`src/hw/rtl/tlsm_pkg.sv`:
```
`timescale 1ns / 1ps
// ----------------------------------------------------------------------------
// tlsm_pkg: shared types and constants of the two-list sorted merge
// Holds the list depth, derived widths, opcodes and the command type that
// travels from the front end through the queue to the merge engine.
// ----------------------------------------------------------------------------
package tlsm_pkg;

    localparam int LIST_DEPTH  = 16;
    localparam int DATA_W      = 32;
    localparam int OP_W        = 2;
    localparam int IDX_W       = (LIST_DEPTH > 1) ? $clog2(LIST_DEPTH) : 1;
    localparam int CNT_W       = $clog2(LIST_DEPTH + 1);
    localparam int TOT_W       = CNT_W + 1;
    localparam int QUEUE_DEPTH = 4;
    localparam int QPTR_W      = $clog2(QUEUE_DEPTH);
    localparam int QCNT_W      = QPTR_W + 1;

    localparam logic [OP_W-1:0] OP_LOAD_A = 2'd0;
    localparam logic [OP_W-1:0] OP_LOAD_B = 2'd1;
    localparam logic [OP_W-1:0] OP_MERGE  = 2'd2;

    typedef enum logic [1:0] {
        KIND_LOAD_A = 2'd0,
        KIND_LOAD_B = 2'd1,
        KIND_MERGE  = 2'd2
    } t_kind;

    typedef struct packed {
        t_kind              kind;
        logic [DATA_W-1:0]  value;
    } t_cmd;

    typedef enum logic [1:0] {
        ST_IDLE  = 2'b01,
        ST_MERGE = 2'b10
    } t_state;

endpackage

```
`src/hw/rtl/tlsm_front.sv`:
```
`timescale 1ns / 1ps
// ----------------------------------------------------------------------------
// tlsm_front: input stage and opcode classifier
// Registers each input transaction, decodes its opcode into a command and
// drops the unused opcode before it reaches the queue.
// ----------------------------------------------------------------------------
module tlsm_front
    import tlsm_pkg::*;
(
    input  logic              i_clk,
    input  logic              i_rst_n,
    input  logic              i_s_tvalid,
    output logic              o_s_tready,
    input  logic [DATA_W-1:0] i_s_tdata,   // [31:0] value
    input  logic [OP_W-1:0]   i_s_tuser,   // [1:0] opcode
    output logic              o_push,
    output t_cmd              o_cmd,
    input  logic              i_q_ready
);

    logic  r_valid;
    logic  n_valid;
    t_cmd  r_cmd;
    t_cmd  n_cmd;
    logic  dec_ok;
    t_kind dec_kind;

    always_comb begin
        dec_ok   = 1'b1;
        dec_kind = KIND_LOAD_A;
        unique case (i_s_tuser)
            OP_LOAD_A: dec_kind = KIND_LOAD_A;
            OP_LOAD_B: dec_kind = KIND_LOAD_B;
            OP_MERGE:  dec_kind = KIND_MERGE;
            default:   dec_ok   = 1'b0;
        endcase
    end

    assign o_s_tready = !r_valid || i_q_ready;
    assign o_push     = r_valid;
    assign o_cmd      = r_cmd;

    always_comb begin
        n_valid = r_valid && !i_q_ready;
        n_cmd   = r_cmd;
        if (i_s_tvalid && o_s_tready) begin
            // drop the unused opcode here
            n_valid     = dec_ok;
            n_cmd.kind  = dec_kind;
            n_cmd.value = i_s_tdata;
        end
    end

    always_ff @(posedge i_clk) begin
        if (!i_rst_n) begin
            r_valid <= 1'b0;
        end else begin
            r_valid <= n_valid;
        end
    end

    always_ff @(posedge i_clk) begin
        r_cmd <= n_cmd;
    end

endmodule

```
`src/hw/rtl/tlsm_queue.sv`:
```
`timescale 1ns / 1ps
// ----------------------------------------------------------------------------
// tlsm_queue: short command queue
// Decouples the front end from the merge engine so each side stalls alone.
// ----------------------------------------------------------------------------
module tlsm_queue
    import tlsm_pkg::*;
(
    input  logic i_clk,
    input  logic i_rst_n,
    input  logic i_push,
    input  t_cmd i_cmd,
    output logic o_ready,
    output logic o_valid,
    output t_cmd o_cmd,
    input  logic i_pop
);

    t_cmd              r_mem [QUEUE_DEPTH];
    logic [QPTR_W-1:0] r_wr_ptr;
    logic [QPTR_W-1:0] r_rd_ptr;
    logic [QCNT_W-1:0] r_count;
    logic              do_push;
    logic              do_pop;

    assign o_ready = (r_count != QCNT_W'(QUEUE_DEPTH));
    assign o_valid = (r_count != '0);
    assign o_cmd   = r_mem[r_rd_ptr];
    assign do_push = i_push && o_ready;
    assign do_pop  = i_pop && o_valid;

    always_ff @(posedge i_clk) begin
        if (!i_rst_n) begin
            r_wr_ptr <= '0;
            r_rd_ptr <= '0;
            r_count  <= '0;
        end else begin
            if (do_push) begin
                r_wr_ptr <= (r_wr_ptr == QPTR_W'(QUEUE_DEPTH - 1)) ? '0 : r_wr_ptr + 1'b1;
            end
            if (do_pop) begin
                r_rd_ptr <= (r_rd_ptr == QPTR_W'(QUEUE_DEPTH - 1)) ? '0 : r_rd_ptr + 1'b1;
            end
            if (do_push && !do_pop) begin
                r_count <= r_count + 1'b1;
            end else if (do_pop && !do_push) begin
                r_count <= r_count - 1'b1;
            end
        end
    end

    always_ff @(posedge i_clk) begin
        if (do_push) begin
            r_mem[r_wr_ptr] <= i_cmd;
        end
    end

endmodule

```
`src/hw/rtl/tlsm_back.sv`:
```
`timescale 1ns / 1ps
// ----------------------------------------------------------------------------
// tlsm_back: list storage and merge engine
// Executes loads into the two lists and walks both lists with two pointers
// on a merge, one result per cycle into the output register while it is free.
// ----------------------------------------------------------------------------
module tlsm_back
    import tlsm_pkg::*;
(
    input  logic              i_clk,
    input  logic              i_rst_n,
    input  logic              i_q_valid,
    input  t_cmd              i_q_cmd,
    output logic              o_q_pop,
    output logic              o_m_tvalid,
    input  logic              i_m_tready,
    output logic [DATA_W-1:0] o_m_tdata,
    output logic              o_m_tlast,
    output logic [1:0]        o_m_tuser
);

    logic [DATA_W-1:0] r_list_a [LIST_DEPTH];
    logic [DATA_W-1:0] r_list_b [LIST_DEPTH];

    t_state            r_state, n_state;
    logic [CNT_W-1:0]  r_cnt_a, n_cnt_a;
    logic [CNT_W-1:0]  r_cnt_b, n_cnt_b;
    logic [CNT_W-1:0]  r_i, n_i;
    logic [CNT_W-1:0]  r_j, n_j;
    logic              r_ovf, n_ovf;
    logic              r_out_valid, n_out_valid;
    logic [DATA_W-1:0] r_out_data, n_out_data;
    logic              r_out_last, n_out_last;
    logic [1:0]        r_out_user, n_out_user;

    logic              wr_a;
    logic              wr_b;
    logic              out_free;
    logic              a_ok;
    logic              b_ok;
    logic              take_a;
    logic [DATA_W-1:0] head_a;
    logic [DATA_W-1:0] head_b;
    logic [TOT_W-1:0]  total;
    logic [TOT_W-1:0]  emitted;

    assign head_a   = r_list_a[r_i[IDX_W-1:0]];
    assign head_b   = r_list_b[r_j[IDX_W-1:0]];
    assign a_ok     = (r_i < r_cnt_a);
    assign b_ok     = (r_j < r_cnt_b);
    assign take_a   = a_ok && (!b_ok || ($signed(head_a) <= $signed(head_b)));
    assign total    = {1'b0, r_cnt_a} + {1'b0, r_cnt_b};
    assign emitted  = {1'b0, r_i} + {1'b0, r_j} + TOT_W'(1);
    assign out_free = !r_out_valid || i_m_tready;

    always_comb begin
        n_state     = r_state;
        n_cnt_a     = r_cnt_a;
        n_cnt_b     = r_cnt_b;
        n_i         = r_i;
        n_j         = r_j;
        n_ovf       = r_ovf;
        n_out_valid = r_out_valid && !i_m_tready;
        n_out_data  = r_out_data;
        n_out_last  = r_out_last;
        n_out_user  = r_out_user;
        o_q_pop     = 1'b0;
        wr_a        = 1'b0;
        wr_b        = 1'b0;
        unique case (r_state)
            ST_IDLE: begin
                if (i_q_valid) begin
                    o_q_pop = 1'b1;
                    unique case (i_q_cmd.kind)
                        KIND_LOAD_A: begin
                            if (r_cnt_a < CNT_W'(LIST_DEPTH)) begin
                                wr_a    = 1'b1;
                                n_cnt_a = r_cnt_a + 1'b1;
                            end else begin
                                n_ovf = 1'b1;
                            end
                        end
                        KIND_LOAD_B: begin
                            if (r_cnt_b < CNT_W'(LIST_DEPTH)) begin
                                wr_b    = 1'b1;
                                n_cnt_b = r_cnt_b + 1'b1;
                            end else begin
                                n_ovf = 1'b1;
                            end
                        end
                        KIND_MERGE: begin
                            n_state = ST_MERGE;
                            n_i     = '0;
                            n_j     = '0;
                        end
                        default: ;
                    endcase
                end
            end
            ST_MERGE: begin
                if (out_free) begin
                    n_out_valid = 1'b1;
                    if (total == '0) begin
                        // both lists empty: one flagged zero result
                        n_out_data = '0;
                        n_out_last = 1'b1;
                        n_out_user = {r_ovf, 1'b1};
                    end else begin
                        n_out_data = take_a ? head_a : head_b;
                        n_out_last = (emitted == total);
                        n_out_user = {r_ovf, 1'b0};
                        if (take_a) begin
                            n_i = r_i + 1'b1;
                        end else begin
                            n_j = r_j + 1'b1;
                        end
                    end
                    if (total == '0 || emitted == total) begin
                        n_state = ST_IDLE;
                        n_cnt_a = '0;
                        n_cnt_b = '0;
                        n_ovf   = 1'b0;
                    end
                end
            end
            default: n_state = ST_IDLE;
        endcase
    end

    always_ff @(posedge i_clk) begin
        if (!i_rst_n) begin
            r_state     <= ST_IDLE;
            r_cnt_a     <= '0;
            r_cnt_b     <= '0;
            r_i         <= '0;
            r_j         <= '0;
            r_ovf       <= 1'b0;
            r_out_valid <= 1'b0;
        end else begin
            r_state     <= n_state;
            r_cnt_a     <= n_cnt_a;
            r_cnt_b     <= n_cnt_b;
            r_i         <= n_i;
            r_j         <= n_j;
            r_ovf       <= n_ovf;
            r_out_valid <= n_out_valid;
        end
    end

    always_ff @(posedge i_clk) begin
        r_out_data <= n_out_data;
        r_out_last <= n_out_last;
        r_out_user <= n_out_user;
        if (wr_a) begin
            r_list_a[r_cnt_a[IDX_W-1:0]] <= i_q_cmd.value;
        end
        if (wr_b) begin
            r_list_b[r_cnt_b[IDX_W-1:0]] <= i_q_cmd.value;
        end
    end

    assign o_m_tvalid = r_out_valid;
    assign o_m_tdata  = r_out_data;
    assign o_m_tlast  = r_out_last;
    assign o_m_tuser  = r_out_user;

endmodule

```
`src/hw/rtl/two_list_sorted_merge.sv`:
```
`timescale 1ns / 1ps
// ----------------------------------------------------------------------------
// two_list_sorted_merge: two-way merge of two sorted lists
// Loads signed 32-bit values into list A or B and emits their ascending
// merge on a merge command.
// ----------------------------------------------------------------------------
// Usage:
//   Slave channel: tuser carries the opcode (load A, load B, merge; the
//   fourth code is dropped), tdata the value. Each list holds LIST_DEPTH
//   entries; loads into a full list are discarded and flag the next merge.
//   Master channel: tdata carries the merged value, tlast marks the final
//   result, tuser[0] flags an empty merge (both lists empty, value zero),
//   tuser[1] flags that a load was dropped since the previous merge.
//   Throughput: one load transaction per cycle while the queue has room;
//   a merge emits one result per cycle while the output register is free,
//   count_a + count_b results (one if both are empty), paced by the single
//   two-pointer compare in the engine. Loads that follow a merge wait in
//   the queue until its last result has entered the output register.
//   Path: a merge command passes the input register and the queue and sets
//   the engine's merge state; each result is held in the output register.
//   Reset clears both counts, the drop flag, the queue and the output
//   register; list contents are not cleared. A stalled receiver holds the
//   output register, the engine pauses and the queue backs up to the input.
// ----------------------------------------------------------------------------
module two_list_sorted_merge
    import tlsm_pkg::*;
(
    input  logic              i_clk,
    input  logic              i_rst_n,
    input  logic              s_tvalid,
    output logic              s_tready,
    input  logic [DATA_W-1:0] s_tdata,   // [31:0] value
    input  logic [OP_W-1:0]   s_tuser,   // [1:0] opcode
    output logic              m_tvalid,
    input  logic              m_tready,
    output logic [DATA_W-1:0] m_tdata,   // [31:0] merged_value
    output logic              m_tlast,   // is_last
    output logic [1:0]        m_tuser    // [0] empty_res, [1] dropped
);

    // front end to queue
    logic push;
    t_cmd push_cmd;
    logic q_ready;

    // queue to merge engine
    logic q_valid;
    t_cmd q_cmd;
    logic q_pop;

    // register and classify each input transaction
    tlsm_front u_front (
        .i_clk      (i_clk),
        .i_rst_n    (i_rst_n),
        .i_s_tvalid (s_tvalid),
        .o_s_tready (s_tready),
        .i_s_tdata  (s_tdata),
        .i_s_tuser  (s_tuser),
        .o_push     (push),
        .o_cmd      (push_cmd),
        .i_q_ready  (q_ready)
    );

    // buffer commands while the engine is busy merging
    tlsm_queue u_queue (
        .i_clk   (i_clk),
        .i_rst_n (i_rst_n),
        .i_push  (push),
        .i_cmd   (push_cmd),
        .o_ready (q_ready),
        .o_valid (q_valid),
        .o_cmd   (q_cmd),
        .i_pop   (q_pop)
    );

    // store loads and run the two-pointer merge
    tlsm_back u_back (
        .i_clk      (i_clk),
        .i_rst_n    (i_rst_n),
        .i_q_valid  (q_valid),
        .i_q_cmd    (q_cmd),
        .o_q_pop    (q_pop),
        .o_m_tvalid (m_tvalid),
        .i_m_tready (m_tready),
        .o_m_tdata  (m_tdata),
        .o_m_tlast  (m_tlast),
        .o_m_tuser  (m_tuser)
    );

endmodule

```
`config.mk`:
```
export PLATFORM = sky130hd
export DESIGN_NAME = two_list_sorted_merge
export DESIGN_NICKNAME = d
export VERILOG_FILES = /design/src/hw/rtl/tlsm_pkg.sv /design/src/hw/rtl/tlsm_front.sv /design/src/hw/rtl/tlsm_queue.sv /design/src/hw/rtl/tlsm_back.sv /design/src/hw/rtl/two_list_sorted_merge.sv
export SDC_FILE = /design/constraint.sdc
export NUM_CORES = 1
export LEC_CHECK = 0
export BUFFER_PORTS_ARGS = -buffer_cell sky130_fd_sc_hd__buf_2
export CAP_MARGIN = 20
export CORE_MARGIN = 1.5
export CORE_UTILIZATION = 55
export DETAILED_ROUTE_END_ITERATION = 8
export GPL_ROUTABILITY_DRIVEN = 0
export MAX_ROUTING_LAYER = met4
export PLACE_DENSITY_LB_ADDON = 0.12
export SETUP_SLACK_MARGIN = 0.2
export SLEW_MARGIN = 20
export SYNTH_ARGS = -nofsm -noshare
export SYNTH_HDL_FRONTEND = slang
export SYNTH_SLANG_ARGS = --single-unit
```
`constraint.sdc`:
```
create_clock -name i_clk -period 3.9 [get_ports i_clk]
set_input_delay 1.17 -clock i_clk [delete_from_list [all_inputs] [get_ports i_clk]]
set_output_delay 1.17 -clock i_clk [all_outputs]
set_load 0.01 [all_outputs]
```
==> results.md, run 1 <==
- Total number of yosys warnings: 0
- Netlist area before placement: 0.04948 mm^2
- Antenna cells: 0
- Worst-case setup slack after placement: -0.7966 ns
- Number of global-route vias before repair: 24,762
- Crit path time final: 4.606 ns
- Yosys top cell area share: 74.58%
- Fraction of final layout cells with drive strength greater than 1: 35.94%
- Gate Count Post-Synth: 2,209
- Clock H-tree levels: 4
- Global route overflow: 0
- Setup slack of the critical path after layout: -0.7060 ns
- Effective utilization at floorplan: 55.73%
- Endpoints failing setup: 50
- Slowest stage cell, crit path: sky130_fd_sc_hd__mux4_2
- Yosys top cell by area: sky130_fd_sc_hd__edfxtp_1
- Total CTS buffers: 130
- First-pass GRT wire length: 170,500 um
- Total of buffers placed on input and output ports: 74
- Final Hold Vio Count: 0
- Number of cells traversed by the worst register-to-register path: 17
- Hold crit path type: reg2reg
- Most used standard cell by instance count after synthesis: sky130_fd_sc_hd__edfxtp_1
- Wire length reported by the detailed router: 118,200 um
- Fmax: 217.1 MHz
- Delay of the slowest cell on the worst path: 0.57 ns
- Average vias per placed instance: 6.351
- Run status: complete, but fails checks
- Fraction of the mapped netlist area in adder cells: 1.841%
- Post-Synth Simple-Gate Area: 1.929%
- Combinational family with the most area after synthesis: multiplexers
- Top cell types by occurrence after synthesis: sky130_fd_sc_hd__edfxtp_1, sky130_fd_sc_hd__mux4_2, sky130_fd_sc_hd__nor2_1
- Util after Layout: 65.89%
- Start point of the worst hold path: u_back.r_ovf
- Remaining routing DRC violations: 0
- Fraction of registers with async set/reset: 0%
- Cells traversed along the worst timing path: clkbuf_16 -> buf_12 -> mux4_2 -> mux4_2 -> ha_4 -> nand4_1 -> buf_4 -> nor4_4 -> buf_6 -> a31oi_4 -> and3_4 -> o31a_1 -> nor2_4 -> buf_6 -> buf_16 -> mux2i_1 -> nor2_1
- Critical path capture point type: flip-flop
- Antenna violations before repair: 2
- Post-synth net total: 2,318
- Clock tree from TritonCTS: built
- Max-cap violations: 0
- Worst Hold Path Cells: 0
- Complex-gate fraction of the synthesized area: 1.502%
- Average cell area after synthesis: 22.40 um^2
- Post-synth cell types: 66
- Sum Neg Setup Slack: -27.80 ns
- Crit path launch type: flip-flop
- Die extent in x: 302.9 um
- Failing checks: setup timing
- Flip-flop and latch count after synthesis: 1,271
- Sequential-to-total area share from yosys stat: 76.28%
- Clock Root Buffer: sky130_fd_sc_hd__clkbuf_16
- Ratio of final minimum period to clock period: 118.1%
- Portion of netlist area occupied by mux cells: 16.86%
- Headroom to the max-slew limit: 33.14%
- Starting DRT DRC Count: 2,958
- Final Hold Slack: 0.4545 ns
- Total Routing Usage GR: 27.39%
- Xor/xnor cell area share of the yosys netlist: 0.2832%
- Placeable core area: 0.08878 mm^2
- Power density of the placed cells: 588.9 mW/mm^2
- Type of the worst setup path: reg2reg
- Worst endpoint data arrival time: 5.07 ns
- Number of pins with negative max-slew slack in the final report: 0
- Area Growth Syn to Fin: 18.22%
- Die Ht: 302.9 um
- Final routed wire length divided by cell count: 30.99 um
- Actual slew at the worst max-slew pin: 1.003 ns
- Routed Antenna Nets: 0
- Clock Latency Late Sink: 0.73 ns
- Pin count of the biggest net entering global routing: 35
- Number of vias in the routed layout: 24,221
- Worst-path fanout max: 7
- Final clock skew: 0.02605 ns
- Number of rows in the core area: 109
- Setup repair after global routing missed its margin: yes
- Top post-synthesis cells by area: sky130_fd_sc_hd__edfxtp_1, sky130_fd_sc_hd__mux4_2, sky130_fd_sc_hd__ha_1
- Most used flip-flop cell after synthesis: sky130_fd_sc_hd__edfxtp_1
- Half-perimeter wire length after detailed placement: 67,950 um
- Number of enable flip-flop cells after synthesis: 1,229
- Area of the die: 0.09178 mm^2
- I/O pin cnt: 75
- Clock-pin slew reported for the worst setup and hold paths after clock tree synthesis: 0.06 ns
- Total clock sinks: 1,271
- Layout Nets: 2,662
- VDD IR-drop max: 0.5069 mV
- Buffers from clock root to sink, at most: 3
- Leak: 0.01864 uW
- CP required: 4.36 ns
- Drt first pass iters: 7
==> path summary, 6_finish.rpt <==
path	to	slack, ns
max	u_back.o_m_tdata[1]	-0.71
min reg2reg	u_back.o_m_tuser[1]	0.45
min	u_back.o_m_tuser[1]	0.45
max reg2reg	u_back.o_m_tdata[1]	-0.71
==> cell usage in the layout, fill, tap and decap left out, types with 17 or more instances in the layout <==
master                      netlist  layout
sky130_fd_sc_hd__nand2_1         38      38
sky130_fd_sc_hd__dfxtp_1         42      32
sky130_fd_sc_hd__buf_12           0      56
sky130_fd_sc_hd__buf_4            5     143
sky130_fd_sc_hd__clkbuf_1        51      42
sky130_fd_sc_hd__a21oi_1         28      24
sky130_fd_sc_hd__clkbuf_16        0     142
sky130_fd_sc_hd__edfxtp_1      1229    1229
sky130_fd_sc_hd__nor2_1          79      45
sky130_fd_sc_hd__mux2i_1         36      22
sky130_fd_sc_hd__nor2_4           0      27
sky130_fd_sc_hd__buf_6            1      17
sky130_fd_sc_hd__ha_1            68      58
sky130_fd_sc_hd__mux4_2         354     354
sky130_fd_sc_hd__buf_2           27      74
sky130_fd_sc_hd__inv_1           57      53
sky130_fd_sc_hd__clkinv_1         0      20
==> area by class of cell <==
| class | count | area (um^2) |
|---|---|---|
| Fill cell | 5676 | 30290 |
| Tap cell | 1165 | 1458 |
| Inverter | 59 | 221.5 |
| Timing Repair Buffer | 308 | 3216 |
| Sequential cell | 1271 | 37770 |
| Clock buffer | 179 | 3575 |
| Multi-Input combinational cell | 783 | 11880 |
| Clock inverter | 49 | 379.1 |
==> critical path: cells and delay by family, from the launching register on <==
| family | cells | cell delay, ns |
|---|---|---|
| and+or+nand+nor | 5 | 1.23 |
| muxes | 3 | 1.14 |
| buffers and inverters | 6 | 1.01 |
| DFF | 1 | 0.42 |
| adders and majority gates | 1 | 0.31 |
| AOI/OAI and AO/OA | 2 | 0.23 |
==> per-stage QoR <==
step / cell area, um^2 / instances / total power [uW]
finish: 58500 / 3814 / 34450
global route: 58500 / 3814 / 35550
CTS: 57860 / 3791 / 34210
detailed placement: 53270 / 3539 / 22290
global placement: 53270 / 3539 / 22090
floorplan: 49910 / 2209 / 20220
==> sequential cells by signal, summed over array words and instances, names as in the netlist, 3 cells and up, named ones only <==
| signal | cells |
|---|---|
| u_back.r_list_a | 512 |
| u_back.r_list_b | 512 |
| u_queue.r_mem | 136 |
| u_front.o_cmd | 34 |
| u_back.o_m_tdata | 32 |
| u_back.r_cnt_a | 5 |
| u_back.r_cnt_b | 5 |
| u_back.r_i | 5 |
| u_back.r_j | 5 |
| u_queue.r_count | 3 |
==> report_power, final <==
part	internal, uW	switching [uW]	leakage, uW
Sequential	16900	175	0.0114
Combinational	2050	3680	0.00527
Clock	6730	4950	0.00192
==> routing by layer <==
| layer | global-route usage [%] | routed length, um |
|---|---|---|
| met5 | - | 0 |
| met4 | 6.645 | 2618 |
| met3 | 3.910 | 9824 |
| met2 | 42.31 | 57660 |
| met1 | 39.32 | 48080 |
==> kinds of logic (layout without fill, tap and decap cells) <==
kind of cell	after synthesis	count (layout)
buffers and inverters	155	595
adder cells (fa/ha/maj)	71	71
AO/OA/AOI/OAI	108	108
multiplexers	391	391
flip-flops	1271	1271
XOR/XNOR	12	12
AND/OR/NAND/NOR	201	201
==> timing repair <==
action	CTS	global route
setup buffers	16	17
hold buffers	0	0
cloned	8	6
pin swaps	12	28
gates resized for setup	46	76
setup endpoints to repair	50	50
hold endpoints to repair	0	0
(Power assumes the default switching activity.)
==> inputs of run 2 (changes only) <==
PLACE_DENSITY = 0.74   (was default)
PLACE_DENSITY_LB_ADDON = default   (was 0.12)
==> run 2 against run 1 <==
  * The run still ends with setup timing left
  * Die area did not move
  * Highest routed layer unchanged
  * Utilization down 0.82 points
  * Via count is 3.4% higher
==> results.md, run 2 (same netlist as run 1, synthesis figures left out) <==
- Commonest cells after routing, fill and taps aside: sky130_fd_sc_hd__edfxtp_1, sky130_fd_sc_hd__mux4_2, sky130_fd_sc_hd__buf_4
- Effective utilization at floorplan: 55.73% (unchanged)
- Fraction of final layout cells with drive strength greater than 1: 34.48% (-1.5 points)
- Placeable core area: 0.08878 mm^2 (unchanged)
- Crit path time final: 4.492 ns (-0.1145 ns)
- Sum Neg Setup Slack: -24.02 ns (+3.779 ns)
- Final clock skew: 0.02582 ns (-0.0002299 ns)
- Most common cell after layout, fill and taps aside: sky130_fd_sc_hd__edfxtp_1
- Sink of the worst hold path: u_back.o_m_tuser[1]
- Setup slack of the critical path after layout: -0.5915 ns (+0.1145 ns)
- Crit path launch type: flip-flop
- Worst-case setup slack after placement: -0.6810 ns (+0.1156 ns)
- Pint: 25,200 uW (-1.7%)
- Average vias per placed instance: 6.630 (+4.4%)
- Worst-path fanout max: 9 (+2)
- Total clock sinks: 1,271 (unchanged)
- Relative contribution of combinational cells to total power: 15.9% (-0.7 points)
- First-pass GRT wire length: 179,300 um (+5.2%)
- Power Total: 33,980 uW (-1.4%)
- Fmax: 222.6 MHz (+2.5%)
- Final routed wire length divided by cell count: 33.03 um (+6.6%)
- Die extent in x: 302.9 um (unchanged)
- Hold buffer count at cts: 0 (unchanged)
- Setup repair after global routing missed its margin: yes
- Number of vias in the routed layout: 25,041 (+3.4%)
- Clock tree from TritonCTS: built
- Critical path capture point type: flip-flop
- Number of pins with negative max-slew slack in the final report: 0 (unchanged)
- Buffers from clock root to sink, at most: 3 (unchanged)
- Total of buffers placed on input and output ports: 74 (unchanged)
- Routed Antenna Nets: 0 (unchanged)
- Area of the die: 0.09178 mm^2 (unchanged)
- Global route overflow: 0 (unchanged)
- Count of filler cells inserted in the layout: 5,461 (-3.8%)
- Reported net switching power: 8780 uW (-0.32%)
- Drt first pass iters: 6 (-1)
- Worst endpoint data arrival time: 4.89 ns (-0.18 ns)
- Total CTS buffers: 119 (-8.5%)
- Die Ht: 302.9 um (unchanged)
- Power density of the placed cells: 588.2 mW/mm^2 (-0.13%)
- I/O pin cnt: 75 (unchanged)
- Total placed cells including tap cells: 3,505 (-0.96%)
- Critical R2R Capture: u_back.o_m_tdata[3]
- Number of global-route vias before repair: 25,632 (+3.5%)
- Slack of the worst reg-to-reg path: -0.59 ns (+0.11 ns)
- Leak: 0.01834 uW (-1.6%)
- Clock H-tree levels: 3 (-1)
- CP required: 4.30 ns (-0.06 ns)
- Clock-pin slew reported for the worst setup and hold paths after clock tree synthesis: 0.06 ns (about the same)
- Clock Latency Late Sink: 0.69 ns (-0.04 ns)
- VDD IR-drop max: 0.4231 mV (-17%)
- Headroom to the max-slew limit: 32.54% (-0.60 points)
- Starting DRT DRC Count: 3,226 (+9.1%)
- Proportion of power drawn by flip-flops and latches: 50.2% (+0.7 points)
- Start point of the worst hold path: u_back.r_ovf
- Actual slew at the worst max-slew pin: 1.012 ns (+0.008982 ns)
- Endpoints failing setup: 50 (unchanged)
- Run status: complete, but fails checks
- Wire length reported by the detailed router: 124,700 um (+5.5%)
- Number of cells traversed by the worst register-to-register path: 18 (+1)
- Type of the worst setup path: reg2reg
- Layout Nets: 2,616 (-1.7%)
- Ratio of final minimum period to clock period: 115.2% (-2.9 points)
- Half-perimeter wire length after detailed placement: 65,940 um (-3.0%)
- Util after Layout: 65.07% (-0.82 points)
- Worst Hold Path Cells: 0 (unchanged)
- Pin count of the biggest net entering global routing: 39 (+11%)
- Total Routing Usage GR: 28.78% (+1.4 points)
- Clock Root Buffer: sky130_fd_sc_hd__clkbuf_16
- Area Growth Syn to Fin: 16.75%
- Number of rows in the core area: 109 (unchanged)
- Clock power share: 33.9% (about the same)
- Antenna violations before repair: 3 (+1)
- Remaining routing DRC violations: 0 (unchanged)
- Final non-filler cell total: 3,777 (-0.97%)
- Max-cap violations: 0 (unchanged)
- Failing checks: setup timing
- Final Hold Vio Count: 0 (unchanged)
- Hold crit path type: reg2reg
- Net switching share of the total power: 25.84% (+0.27 points)
-- run 2: routing by layer --
layer	part of all wire (%)	global-route usage (%)	vias up
met5	0	-	-
met4	3.5	9.263	0
met3	9.9	4.762	304
met2	49	45.26	1643
met1	38	39.06	13215
li1	-	-	9879
-- run 2: layout make-up --
cell class | instances | area, um^2 | area share [%]
Antenna cell | 5 | 12.51 | 0.02166
Clock buffer | 147 | 3147 | 5.447
Clock inverter | 74 | 704.4 | 1.219
Inverter | 59 | 221.5 | 0.3833
Multi-Input combinational cell | 783 | 11640 | 20.15
Sequential cell | 1271 | 37770 | 65.38
Tap cell | 1165 | 1458 | 2.523
Timing Repair Buffer | 273 | 2820 | 4.882
-- run 2: per-stage QoR --
| stage | cell area, um^2 | hold WS [ns] |
|---|---|---|
| floorplan | 49910 | 0.4087 |
| global placement | 52950 | 0.4359 |
| detailed placement | 52950 | 0.4283 |
| CTS | 57500 | 0.4540 |
| global route | 57770 | 0.4722 |
| finish | 57770 | 0.4532 |
-- run 2: critical path, cell delays in order (launching register included) --
cell                       delay [ns]
sky130_fd_sc_hd__dfxtp_4         0.43
sky130_fd_sc_hd__buf_6           0.13
sky130_fd_sc_hd__buf_12          0.13
sky130_fd_sc_hd__mux4_2          0.56
sky130_fd_sc_hd__mux4_2          0.57
sky130_fd_sc_hd__inv_2           0.10
sky130_fd_sc_hd__ha_4            0.20
sky130_fd_sc_hd__nand4_1         0.22
sky130_fd_sc_hd__buf_4           0.18
sky130_fd_sc_hd__nor3_2          0.05
sky130_fd_sc_hd__a22oi_2         0.16
sky130_fd_sc_hd__o211ai_1        0.11
sky130_fd_sc_hd__buf_4           0.19
sky130_fd_sc_hd__o31a_1          0.34
sky130_fd_sc_hd__nor2_4          0.16
sky130_fd_sc_hd__buf_12          0.19
sky130_fd_sc_hd__buf_4           0.13
sky130_fd_sc_hd__mux2i_2         0.22
sky130_fd_sc_hd__nor2_2          0.11
-- run 2: what timing repair did --
item                       in CTS  in global routing
pin swaps                       6                  9
buffers inserted               22                 16
setup endpoints to repair      50                 50
cloned                          8                  0
gates resized for setup        50                 25
-- run 2: power groups by stage --
stage | sequential [uW] | combinational (uW) | clock (uW)
6_report | 17100 | 5410 | 11500
5_1_grt | 17100 | 5730 | 12100
4_1_cts | 17100 | 5180 | 11600
3_5_place_dp | 17300 | 4900 | 0
3_3_place_gp | 17300 | 4670 | 0
2_1_floorplan | 17300 | 2960 | 0
-- run 2: worst max-delay path by stage --
stage | slack, ns | cells past startpoint | to
3_3_place_gp | -0.62 | 14 | u_back.o_m_tdata[8]
5_1_grt | -0.64 | 18 | u_back.o_m_tdata[14]
2_1_floorplan | 0.12 | 15 | u_back.o_m_tdata[25]
6_report | -0.59 | 18 | u_back.o_m_tdata[3]
4_1_cts | -0.48 | 17 | u_back.o_m_tdata[21]
3_5_place_dp | -0.68 | 14 | u_back.o_m_tdata[8]
